==> src/rtl/pol_pkg.sv <==
// Shared types and constants for the positional ordered list core.
// Command and status codes, cell control bundle, list geometry.
// No dependencies.
`default_nettype none

package pol_pkg;

    localparam int CAPACITY   = 32;
    localparam int DATA_WIDTH = 32;
    localparam int IDX_W      = $clog2(CAPACITY);
    localparam int LEN_W      = $clog2(CAPACITY + 1);
    localparam int POS_W      = 6;
    localparam int VAL_W      = 32;
    localparam int CMD_W      = 3;
    localparam int STAT_W     = 2;

    localparam logic [VAL_W-1:0] GET_MISS = 32'h7FFF_FFFF;

    typedef enum logic [CMD_W-1:0] {
        CMD_ADD_FRONT = 3'd0,
        CMD_ADD_END   = 3'd1,
        CMD_INSERT_AT = 3'd2,
        CMD_SEARCH    = 3'd3,
        CMD_DEL_FRONT = 3'd4,
        CMD_DEL_END   = 3'd5,
        CMD_DEL_AT    = 3'd6,
        CMD_GET       = 3'd7
    } cmd_t;

    typedef enum logic [STAT_W-1:0] {
        STAT_OK    = 2'd0,
        STAT_FULL  = 2'd1,
        STAT_RANGE = 2'd2,
        STAT_EMPTY = 2'd3
    } status_t;

    typedef enum logic [1:0] {
        CELL_HOLD   = 2'd0,
        CELL_INSERT = 2'd1,
        CELL_REMOVE = 2'd2
    } cell_op_t;

    typedef struct packed {
        cell_op_t              op;
        logic [IDX_W-1:0]      idx;
        logic [DATA_WIDTH-1:0] value;
        logic [LEN_W-1:0]      len;
    } cell_ctrl_t;

endpackage

`default_nettype wire

==> src/rtl/pol_cell.sv <==
// One storage cell of the list chain: holds one entry, shifts to/from neighbors.
// Depends on pol_pkg.
`default_nettype none

module pol_cell (
    input  wire logic                          aclk,
    input  wire logic                          apply,
    input  wire pol_pkg::cell_ctrl_t           ctrl,
    input  wire logic [pol_pkg::IDX_W-1:0]     cell_idx,
    input  wire logic [pol_pkg::DATA_WIDTH-1:0] left_data,
    input  wire logic [pol_pkg::DATA_WIDTH-1:0] right_data,
    output logic      [pol_pkg::DATA_WIDTH-1:0] data_out,
    output logic      [pol_pkg::DATA_WIDTH-1:0] rd_data,
    output logic                               match
);
    import pol_pkg::*;

    logic [DATA_WIDTH-1:0] data_reg;
    logic [DATA_WIDTH-1:0] data_next;

    always_comb begin
        data_next = data_reg;
        case (ctrl.op)
            CELL_INSERT: begin
                // shift right behind the slot, write the new value at the slot
                if (cell_idx == ctrl.idx) begin
                    data_next = ctrl.value;
                end else if (cell_idx > ctrl.idx) begin
                    data_next = left_data;
                end
            end
            CELL_REMOVE: begin
                // close the gap: take the right neighbor from the slot on
                if (cell_idx >= ctrl.idx) begin
                    data_next = right_data;
                end
            end
            default: begin
                data_next = data_reg;
            end
        endcase
    end

    always_ff @(posedge aclk) begin
        if (apply) begin
            data_reg <= data_next;
        end
    end

    assign data_out = data_reg;
    assign rd_data  = (cell_idx == ctrl.idx) ? data_reg : '0;
    assign match    = (data_reg == ctrl.value) && ({1'b0, cell_idx} < ctrl.len);

endmodule

`default_nettype wire

==> src/rtl/positional_ordered_list_core.sv <==
// Positional ordered list core: a chain of pol_cell entries with a command sequencer.
// A captured command executes into the output register; a waiting result stalls it.
// The sequencer executes one command at a time and takes none while one executes.
// The output register lets the next command be taken while a result still waits.
// Reset (aresetn low, synchronous) empties the list and drops any pending result.
// Cell contents are not reset; only slots below the length are ever read.
`default_nettype none

module positional_ordered_list_core (
    input  wire logic        aclk,
    input  wire logic        aresetn,
    // s_tdata: position[5:0], value[37:6], zero fill [39:38]
    input  wire logic        s_tvalid,
    output logic             s_tready,
    input  wire logic [39:0] s_tdata,
    // s_tuser: cmd[2:0]
    input  wire logic [2:0]  s_tuser,
    // m_tdata: found_position[5:0], item_value[37:6], count[43:38], zero fill [47:44]
    output logic             m_tvalid,
    input  wire logic        m_tready,
    output logic      [47:0] m_tdata,
    // m_tuser: status[1:0]
    output logic      [1:0]  m_tuser
);
    import pol_pkg::*;

    typedef enum logic {
        S_IDLE,
        S_EXEC
    } state_t;

    state_t state_reg;
    state_t state_next;

    // captured command
    cmd_t              cmd_reg;
    logic [POS_W-1:0]  pos_reg;
    logic [VAL_W-1:0]  val_reg;

    logic [LEN_W-1:0]  length_reg;
    logic [LEN_W-1:0]  length_next;

    // output register
    logic              out_valid_reg;
    logic [POS_W-1:0]  out_found_reg;
    logic [VAL_W-1:0]  out_item_reg;
    status_t           out_status_reg;
    logic [LEN_W-1:0]  out_count_reg;

    logic [POS_W-1:0]  found_next;
    logic [VAL_W-1:0]  item_next;
    status_t           status_next;

    logic              slot_free;
    logic              apply;
    cell_ctrl_t        ctrl;

    logic [DATA_WIDTH-1:0] cell_data [CAPACITY];
    logic [DATA_WIDTH-1:0] cell_rd   [CAPACITY];
    logic [CAPACITY-1:0]   cell_match;
    logic [DATA_WIDTH-1:0] rd_or;

    logic [POS_W-1:0] pos_m1;
    logic [LEN_W-1:0] len_m1;
    logic [POS_W-1:0] ins_pos;

    assign s_tready  = (state_reg == S_IDLE);
    // result slot is free when empty or being drained this cycle
    assign slot_free = !out_valid_reg || m_tready;
    assign apply     = (state_reg == S_EXEC) && slot_free;

    assign pos_m1  = pos_reg - POS_W'(1);
    assign len_m1  = length_reg - LEN_W'(1);
    // insert target: position 0 or 1 goes to the front, past the end appends
    assign ins_pos = (pos_reg <= POS_W'(1)) ? '0 :
                     ((pos_m1 > length_reg) ? length_reg : pos_m1);

    // cell chain
    for (genvar i = 0; i < CAPACITY; i++) begin : g_cell
        logic [DATA_WIDTH-1:0] left_d;
        logic [DATA_WIDTH-1:0] right_d;
        if (i == 0) begin : g_first
            assign left_d = '0;
        end else begin : g_mid_l
            assign left_d = cell_data[i-1];
        end
        if (i == CAPACITY - 1) begin : g_last
            assign right_d = cell_data[i];
        end else begin : g_mid_r
            assign right_d = cell_data[i+1];
        end
        pol_cell u_cell (
            .aclk       (aclk),
            .apply      (apply),
            .ctrl       (ctrl),
            .cell_idx   (IDX_W'(i)),
            .left_data  (left_d),
            .right_data (right_d),
            .data_out   (cell_data[i]),
            .rd_data    (cell_rd[i]),
            .match      (cell_match[i])
        );
    end

    // merge the single addressed cell for get
    always_comb begin
        rd_or = '0;
        for (int i = 0; i < CAPACITY; i++) begin
            rd_or = rd_or | cell_rd[i];
        end
    end

    // command decode: cell control, result fields and new length
    always_comb begin
        ctrl.op     = CELL_HOLD;
        ctrl.idx    = '0;
        ctrl.value  = val_reg[DATA_WIDTH-1:0];
        ctrl.len    = length_reg;
        length_next = length_reg;
        found_next  = '0;
        item_next   = '0;
        status_next = STAT_OK;

        case (cmd_reg)
            CMD_ADD_FRONT, CMD_ADD_END, CMD_INSERT_AT: begin
                if (length_reg == LEN_W'(CAPACITY)) begin
                    status_next = STAT_FULL;
                end else begin
                    ctrl.op     = CELL_INSERT;
                    length_next = length_reg + LEN_W'(1);
                    if (cmd_reg == CMD_ADD_FRONT) begin
                        ctrl.idx = '0;
                    end else if (cmd_reg == CMD_ADD_END) begin
                        ctrl.idx = length_reg[IDX_W-1:0];
                    end else begin
                        ctrl.idx = ins_pos[IDX_W-1:0];
                    end
                end
            end
            CMD_SEARCH: begin
                if (length_reg == '0) begin
                    status_next = STAT_EMPTY;
                end else begin
                    // first match wins: scan from the back so the lowest index sticks
                    for (int i = CAPACITY - 1; i >= 0; i--) begin
                        if (cell_match[i]) begin
                            found_next = POS_W'(i + 1);
                        end
                    end
                end
            end
            CMD_DEL_FRONT: begin
                if (length_reg == '0) begin
                    status_next = STAT_EMPTY;
                end else begin
                    ctrl.op     = CELL_REMOVE;
                    ctrl.idx    = '0;
                    length_next = len_m1;
                end
            end
            CMD_DEL_END: begin
                if (length_reg == '0) begin
                    status_next = STAT_EMPTY;
                end else begin
                    ctrl.op     = CELL_REMOVE;
                    ctrl.idx    = len_m1[IDX_W-1:0];
                    length_next = len_m1;
                end
            end
            CMD_DEL_AT: begin
                if (length_reg == '0) begin
                    status_next = STAT_EMPTY;
                end else if (pos_reg == '0 || pos_reg > length_reg) begin
                    status_next = STAT_RANGE;
                end else begin
                    ctrl.op     = CELL_REMOVE;
                    ctrl.idx    = pos_m1[IDX_W-1:0];
                    length_next = len_m1;
                end
            end
            default: begin
                // get
                ctrl.idx = pos_m1[IDX_W-1:0];
                if (pos_reg == '0 || pos_reg > length_reg) begin
                    item_next   = GET_MISS;
                    status_next = STAT_RANGE;
                end else begin
                    item_next = VAL_W'(rd_or);
                end
            end
        endcase
    end

    always_comb begin
        state_next = state_reg;
        case (state_reg)
            S_IDLE: begin
                if (s_tvalid) begin
                    state_next = S_EXEC;
                end
            end
            S_EXEC: begin
                if (slot_free) begin
                    state_next = S_IDLE;
                end
            end
            default: begin
                state_next = S_IDLE;
            end
        endcase
    end

    always_ff @(posedge aclk) begin
        if (!aresetn) begin
            state_reg     <= S_IDLE;
            length_reg    <= '0;
            out_valid_reg <= 1'b0;
        end else begin
            state_reg <= state_next;
            // capture the command transaction
            if (s_tvalid && s_tready) begin
                cmd_reg <= cmd_t'(s_tuser);
                pos_reg <= s_tdata[POS_W-1:0];
                val_reg <= s_tdata[POS_W+VAL_W-1:POS_W];
            end
            // drop a taken result, load a new one when the command executes
            if (apply) begin
                out_valid_reg  <= 1'b1;
                out_found_reg  <= found_next;
                out_item_reg   <= item_next;
                out_status_reg <= status_next;
                out_count_reg  <= length_next;
                length_reg     <= length_next;
            end else if (m_tready) begin
                out_valid_reg <= 1'b0;
            end
        end
    end

    assign m_tvalid = out_valid_reg;
    assign m_tdata  = {4'b0000, out_count_reg, out_item_reg, out_found_reg};
    assign m_tuser  = out_status_reg;

`ifndef ASSERT_OFF
    a_len_bound: assert property (@(posedge aclk) disable iff (!aresetn)
        length_reg <= LEN_W'(CAPACITY))
        else $error("list length above capacity");

    a_len_only_on_apply: assert property (@(posedge aclk) disable iff (!aresetn)
        !apply |=> length_reg == $past(length_reg))
        else $error("length changed without an executed command");

    a_full_count: assert property (@(posedge aclk) disable iff (!aresetn)
        m_tvalid && out_status_reg == STAT_FULL |-> out_count_reg == LEN_W'(CAPACITY))
        else $error("full status with list not full");

    a_empty_count: assert property (@(posedge aclk) disable iff (!aresetn)
        m_tvalid && out_status_reg == STAT_EMPTY |-> out_count_reg == '0)
        else $error("empty status with entries present");

    a_found_bound: assert property (@(posedge aclk) disable iff (!aresetn)
        m_tvalid |-> out_found_reg <= out_count_reg)
        else $error("search position beyond list end");
`endif

endmodule

`default_nettype wire
==> config.mk <==
export PLATFORM = sky130hd
export DESIGN_NAME = positional_ordered_list_core
export DESIGN_NICKNAME = d
export VERILOG_FILES = /design/src/rtl/pol_pkg.sv /design/src/rtl/pol_cell.sv /design/src/rtl/positional_ordered_list_core.sv
export SDC_FILE = /design/constraint.sdc
export NUM_CORES = 2
export LEC_CHECK = 0
export ABC_CLOCK_PERIOD_IN_PS = 8700
export BUFFER_PORTS_ARGS = -buffer_cell sky130_fd_sc_hd__buf_2
export CORE_ASPECT_RATIO = 2
export CORE_MARGIN = 4
export CORE_UTILIZATION = 65
export CTS_CLUSTER_DIAMETER = 120
export DETAILED_ROUTE_END_ITERATION = 7
export PLACE_DENSITY = 0.92
export REMOVE_ABC_BUFFERS = 1
export SLEW_MARGIN = 20
export SYNTH_ARGS = -nofsm -noshare
export SYNTH_HDL_FRONTEND = slang
export SYNTH_HIERARCHICAL = 1
export SYNTH_SLANG_ARGS = --single-unit
==> constraint.sdc <==
create_clock -name aclk -period 8.7 [get_ports aclk]
set_input_delay 0.87 -clock aclk [delete_from_list [all_inputs] [get_ports aclk]]
set_output_delay 0.87 -clock aclk [all_outputs]
set_load 0.1 [all_outputs]
==> summary.md, run 1 <==
| Metric | Value |
|---|---|
| Outcome | `stopped before the end` |
| Stopping stage | `global routing` |
| Stop Error | `[ERROR GRT-0116] Global routing finished with congestion. Check the congestion regions in the DRC Viewer.` |
| Sequential fraction of the synthesis area | `0.385` |
| Top FF cell, synth | `edfxtp_1` |
| Remaining global-route overflow | `26` |
| Cell taking the most area after synthesis | `edfxtp_1` |
| Inst Count DP | `11000` |
| Starting Density | `0.656` |
| Ports | `approximately 100` |
| Die W | `267 microns` |
| Synth Register Bits | `1119` |
| Total Routing Usage GR | `0.648` |
| Post-Syn Instances | `roughly 9000` |
| Syn_area_per_cell | `9.66 sq um` |
| Port Buffers | `92` |
| Hold buffer count at CTS | `0` |
| Vias in the first global route | `85000` |
| Chip height | `around 530 microns` |
| Hpwl dp | `300 mm` |
| Mapped Area | `87000 sq um` |
| Num rows | `189` |
| YS warnings | `6` |
| Post-synth EDFFs | `roughly 1100` |
| Clock root buffer | `clkbuf_16` |
| Num CTS Buffers | `108` |
| Post-synthesis cell type count | `between 70 and 80` |
| Dominant cells by area after synthesis | `edfxtp_1 (38%), mux2i_1 (12%), xor2_1 (9.6%)` |
| GP Congestion | `1.22` |
| Largest net degree at the start of global routing | `66` |
| Setup Fix Bufs, Post-CTS | `0` |
| CTS Sinks | `~1100` |
| Bufs on Longest Clock Path | `3` |
| # resized after CTS | `0` |
| Share of the synthesized area in the top cell type | `0.384` |
| Commonest cells in the netlist | `edfxtp_1 (1111), nand2_1 (1056), mux2i_1 (1024), and3_1 (994), o21ai_1 (977)` |
| Most numerous cell in the Yosys netlist | `edfxtp_1` |
| Async S/R FF share, synth | `0` |
| Global-route wire length before repair | `652 mm` |
| H-tree depth | `3` |
-- metal layers --
| layer | overflow | GRT usage |
|---|---|---|
| met1 | 0 | 0.643 |
| met2 | 11 | 0.877 |
| met3 | 1 | 0.377 |
| met4 | 14 | 0.714 |
| met5 | 0 | 0.0576 |
-- metrics by stage --
step | hold WS, ns | TNS [ns] | util | setup slack [ns] | cell area [sq um]
CTS | 0.271 | 0 | 0.716 | 1.89 | 95000
global placement | 0.489 | 0 | 0.688 | 1.99 | 91300
detailed placement | 0.535 | 0 | 0.689 | 1.95 | 91300
floorplan | 0.496 | -788.87 | - | -0.807 | 84600
-- cell families after synthesis --
| family | synth area share |
|---|---|
| buffers and inverters | 0.0587 |
| adders and majority gates | 0.0443 |
| and+or+nand+nor | 0.201 |
| DFF | 0.385 |
| other | 0.0000864 |
| xor gates and xnor gates | 0.104 |
| AOI/OAI and AO/OA | 0.0888 |
| muxes | 0.118 |
==> run 2: changes to the inputs <==
Settings changed: CORE_ASPECT_RATIO 2 to not set, CORE_UTILIZATION 65 to 40, CTS_CLUSTER_DIAMETER 120 to not set, PLACE_DENSITY 0.92 to not set, PLACE_DENSITY_LB_ADDON set to 0.15.
==> run 2 against run 1 <==
Net effect: synthesized area unchanged; the flow now finishes without violations; synthesized cell count unchanged.
==> summary.md, run 2 <==
| Metric | Value |
|---|---|
| Post-DRT Antenna Nets | `0` |
| Hold path startpoint | `s_tdata[10]` |
| Async S/R FF share, synth | `0` |
| Final setup viols | `0` |
| Port Buffers | `92` |
| H-tree depth | `4` |
| Post-Syn Instances | `9003` |
| CTS Sinks | `1119` |
| Final hold violations | `0` |
| WL met1 | `149 mm` |
| Most frequent cells in the layout | `edfxtp_1 (1111), nand2_1 (1056), mux2i_1 (1024)` |
| Inst Count DP | `12000` |
| WHS Endpoint | `val_reg[4]$_DFFE_PP_` |
| Largest net degree at the start of global routing | `66` |
| Clock root buffer | `clkbuf_16` |
| Initial antenna violation count | `20` |
| Share of cells above drive strength 1 | `0.0846` |
| Layout Area Growth over Synthesis | `11.3%` |
| Num rows | `170` |
| Critical path endpoint category | `flip-flop` |
| Hold buffer count at CTS | `0` |
| Syn_area_per_cell | `9.66 sq um` |
| Vias per cell | `roughly 6` |
| Share of the synthesized area in the top cell type | `0.384` |
| Core area | `215000 sq um` |
| Most numerous cell in the Yosys netlist | `edfxtp_1` |
| Cell taking the most area after synthesis | `edfxtp_1` |
| Slew HR | `0.195` |
| Final Power | `between 0.015 and 0.02 W` |
| Uppermost layer routed | `met5` |
| Max Clk Rate | `between 100 and 150 MHz` |
| Clock latency on the worst-skew pair | `0.83 ns` |
| Slew Limit Fails | `0` |
| Met2 wire len | `171 mm` |
| Fin util | `0.449` |
| Fin crit share | `0.847` |
| MaxCap Viol Count | `0` |
| Wire per inst | `approximately 31 microns` |
| Least-Margin Pin Slew | `1.21 ns` |
| Setup_tns | `0 ns` |
| Die W | `between 400 and 500 microns` |
| Max Fanout on Critical Path | `26` |
| Data arrival time of the critical path | `7.91 ns` |
| Remaining global-route overflow | `0` |
| Startpoint types | `flip-flop` |
| Ports | `about 100` |
| Static leakage | `43.4 nW` |
| Num CTS Buffers | `146` |
| Post-synthesis cell type count | `76` |
| Critical Path RT | `between 9 and 10 ns` |
| Chip height | `between 400 and 500 microns` |
| Sequential fraction of the synthesis area | `0.385` |
| Global-route wire length before repair | `542 mm` |
| Drt drc | `0` |
| Final Hold Slack | `0.235 ns` |
| Outcome | `completed` |
| Reg2reg start | `pos_reg[0]$_DFFE_PP_` |
| Worst R2R Path Depth | `21` |
| GP Congestion | `0.966` |
| Met3 wire length | `35.8 mm` |
| Tmin final | `7.37 ns` |
| Setup Fix Bufs, Post-CTS | `0` |
| Die area | `225000 sq um` |
| Top FF cell, synth | `edfxtp_1` |
| R2R Setup Slk | `approximately 1.3 ns` |
| Drt initial violations | `9815` |
| PwrDens | `167 nW/um^2` |
| Fill cell count | `about 21000` |
| CTS tree | `built` |
| Max FFs per register | `roughly 1000` |
| Hpwl dp | `274 mm` |
| Commonest cells in the netlist | `edfxtp_1 (1111), nand2_1 (1056), mux2i_1 (1024), and3_1 (994), o21ai_1 (977)` |
| Hold Crit Depth | `1` |
| Final Net Count | `9716` |
| Clock Pin Slew Worst Setup and Hold Paths | `0.06 ns` |
| Pre-antenna DRT Iters | `8` |
| Final wirelength | `386 mm` |
| Dominant cells by area after synthesis | `edfxtp_1 (38%), mux2i_1 (12%), xor2_1 (9.6%)` |
| Worst vdd ir | `between 0.0002 and 0.00025 V` |
| Via count | `roughly 75000` |
| Commonest non-fill, non-tap cell in the layout | `edfxtp_1` |
| # resized after CTS | `0` |
| Vias in the first global route | `between 70000 and 80000` |
| End of the worst register-to-register path | `out_item_reg[19]$_SDFFCE_PP0P_` |
| RSZ-0062 raised after global routing | `false` |
| Starting Density | `0.404` |
| Worst hold path type | `primary input to flip-flop` |
| Final Skew | `0.0280 ns` |
| Total Routing Usage GR | `0.333` |
| Mapped Area | `87000 sq um` |
| Post-synth EDFFs | `~1100` |
| Bufs on Longest Clock Path | `3` |
| YS warnings | `6` |
| Crit Path Class | `flip-flop to flip-flop` |
| Non-Filler Instances | `12300` |
| Synth Register Bits | `between 1000 and 1500` |
-- run 2: cell counts after synthesis --
No cell type changed its count.
-- run 2: cell type report --
class,instances,area [sq um],share of cell area
multi-input cells,7305,50400,0.521
flip-flops and latches,1119,33500,0.347
clock buffers,178,3880,0.0401
well taps,2838,3550,0.0367
repair buffers,421,3350,0.0346
inverters,368,1380,0.0143
clock inverters,80,627,0.00648
diodes,8,20.0,0.000207
-- run 2: logic make-up after synthesis --
family | count (synthesis) | share of synthesized area
AOI/OAI and AO/OA | 1462 | 0.0888
xor gates and xnor gates | 1034 | 0.104
adders and majority gates | 308 | 0.0443
buffers and inverters | 933 | 0.0587
DFF | 1119 | 0.385
muxes | 1024 | 0.118
other | 2 | 0.0000864
and+or+nand+nor | 3121 | 0.201
-- run 2: worst max path at each step --
stage / from / to / slack, ns / depth (start not counted)
3_3_place_gp: pos_reg[0]$_DFFE_PP_ / out_item_reg[19]$_SDFFCE_PP0P_ / 1.58 / 21
2_1_floorplan: length_reg[5]$_SDFFE_PN0P_ / g_cell[10].u_cell/data_out[0]$_DFFE_PP_ / -0.81 / 9
5_1_grt: pos_reg[0]$_DFFE_PP_ / out_item_reg[23]$_SDFFCE_PP0P_ / 1.20 / 22
3_5_place_dp: pos_reg[0]$_DFFE_PP_ / out_item_reg[19]$_SDFFCE_PP0P_ / 1.53 / 20
6_report: pos_reg[0]$_DFFE_PP_ / out_item_reg[19]$_SDFFCE_PP0P_ / 1.33 / 21
4_1_cts: pos_reg[0]$_DFFE_PP_ / out_item_reg[19]$_SDFFCE_PP0P_ / 1.50 / 20
-- run 2: metal layers --
metal | global-route usage | vias to the layer above
li1 | - | 33300
met1 | 0.420 | 37300
met2 | 0.514 | 4009
met3 | 0.0649 | 850
met4 | 0.225 | 4
met5 | 0 | -
-- run 2: critical path: stages (launching register included) --
cell	delay (ns)
edfxtp_1	0.51
inv_1	0.20
ha_1	0.24
nand2_1	0.08
xnor2_1	0.34
ha_1	0.23
o211ai_1	0.09
a21oi_1	0.13
o221ai_1	0.28
a21oi_1	0.37
a21oi_1	0.16
o2bb2ai_4	0.82
buf_4	0.42
inv_1	0.08
ha_1	0.31
and4_1	0.37
buf_4	0.36
and3_1	0.25
nor4_1	1.00
nand4_1	0.50
nor2_1	0.21
a21oi_1	0.08
-- run 2: power breakdown --
group	internal [W]	total, W	leakage (nW)	switching (W)
clock	0.00337	0.00601	2.21	0.00264
sequential	0.00626	0.00658	10.2	0.000319
combinational	0.00112	0.00359	31.0	0.00247
-- run 2: per-stage QoR --
stage / cell area (sq um) / worst slack, ns
floorplan: 84600 / -0.807
global placement: 92000 / 1.58
detailed placement: 92000 / 1.53
CTS: 96500 / 1.50
global route: 96800 / 1.20
finish: 96800 / 1.33
No activity file was read; power rests on OpenSTA's default activity.
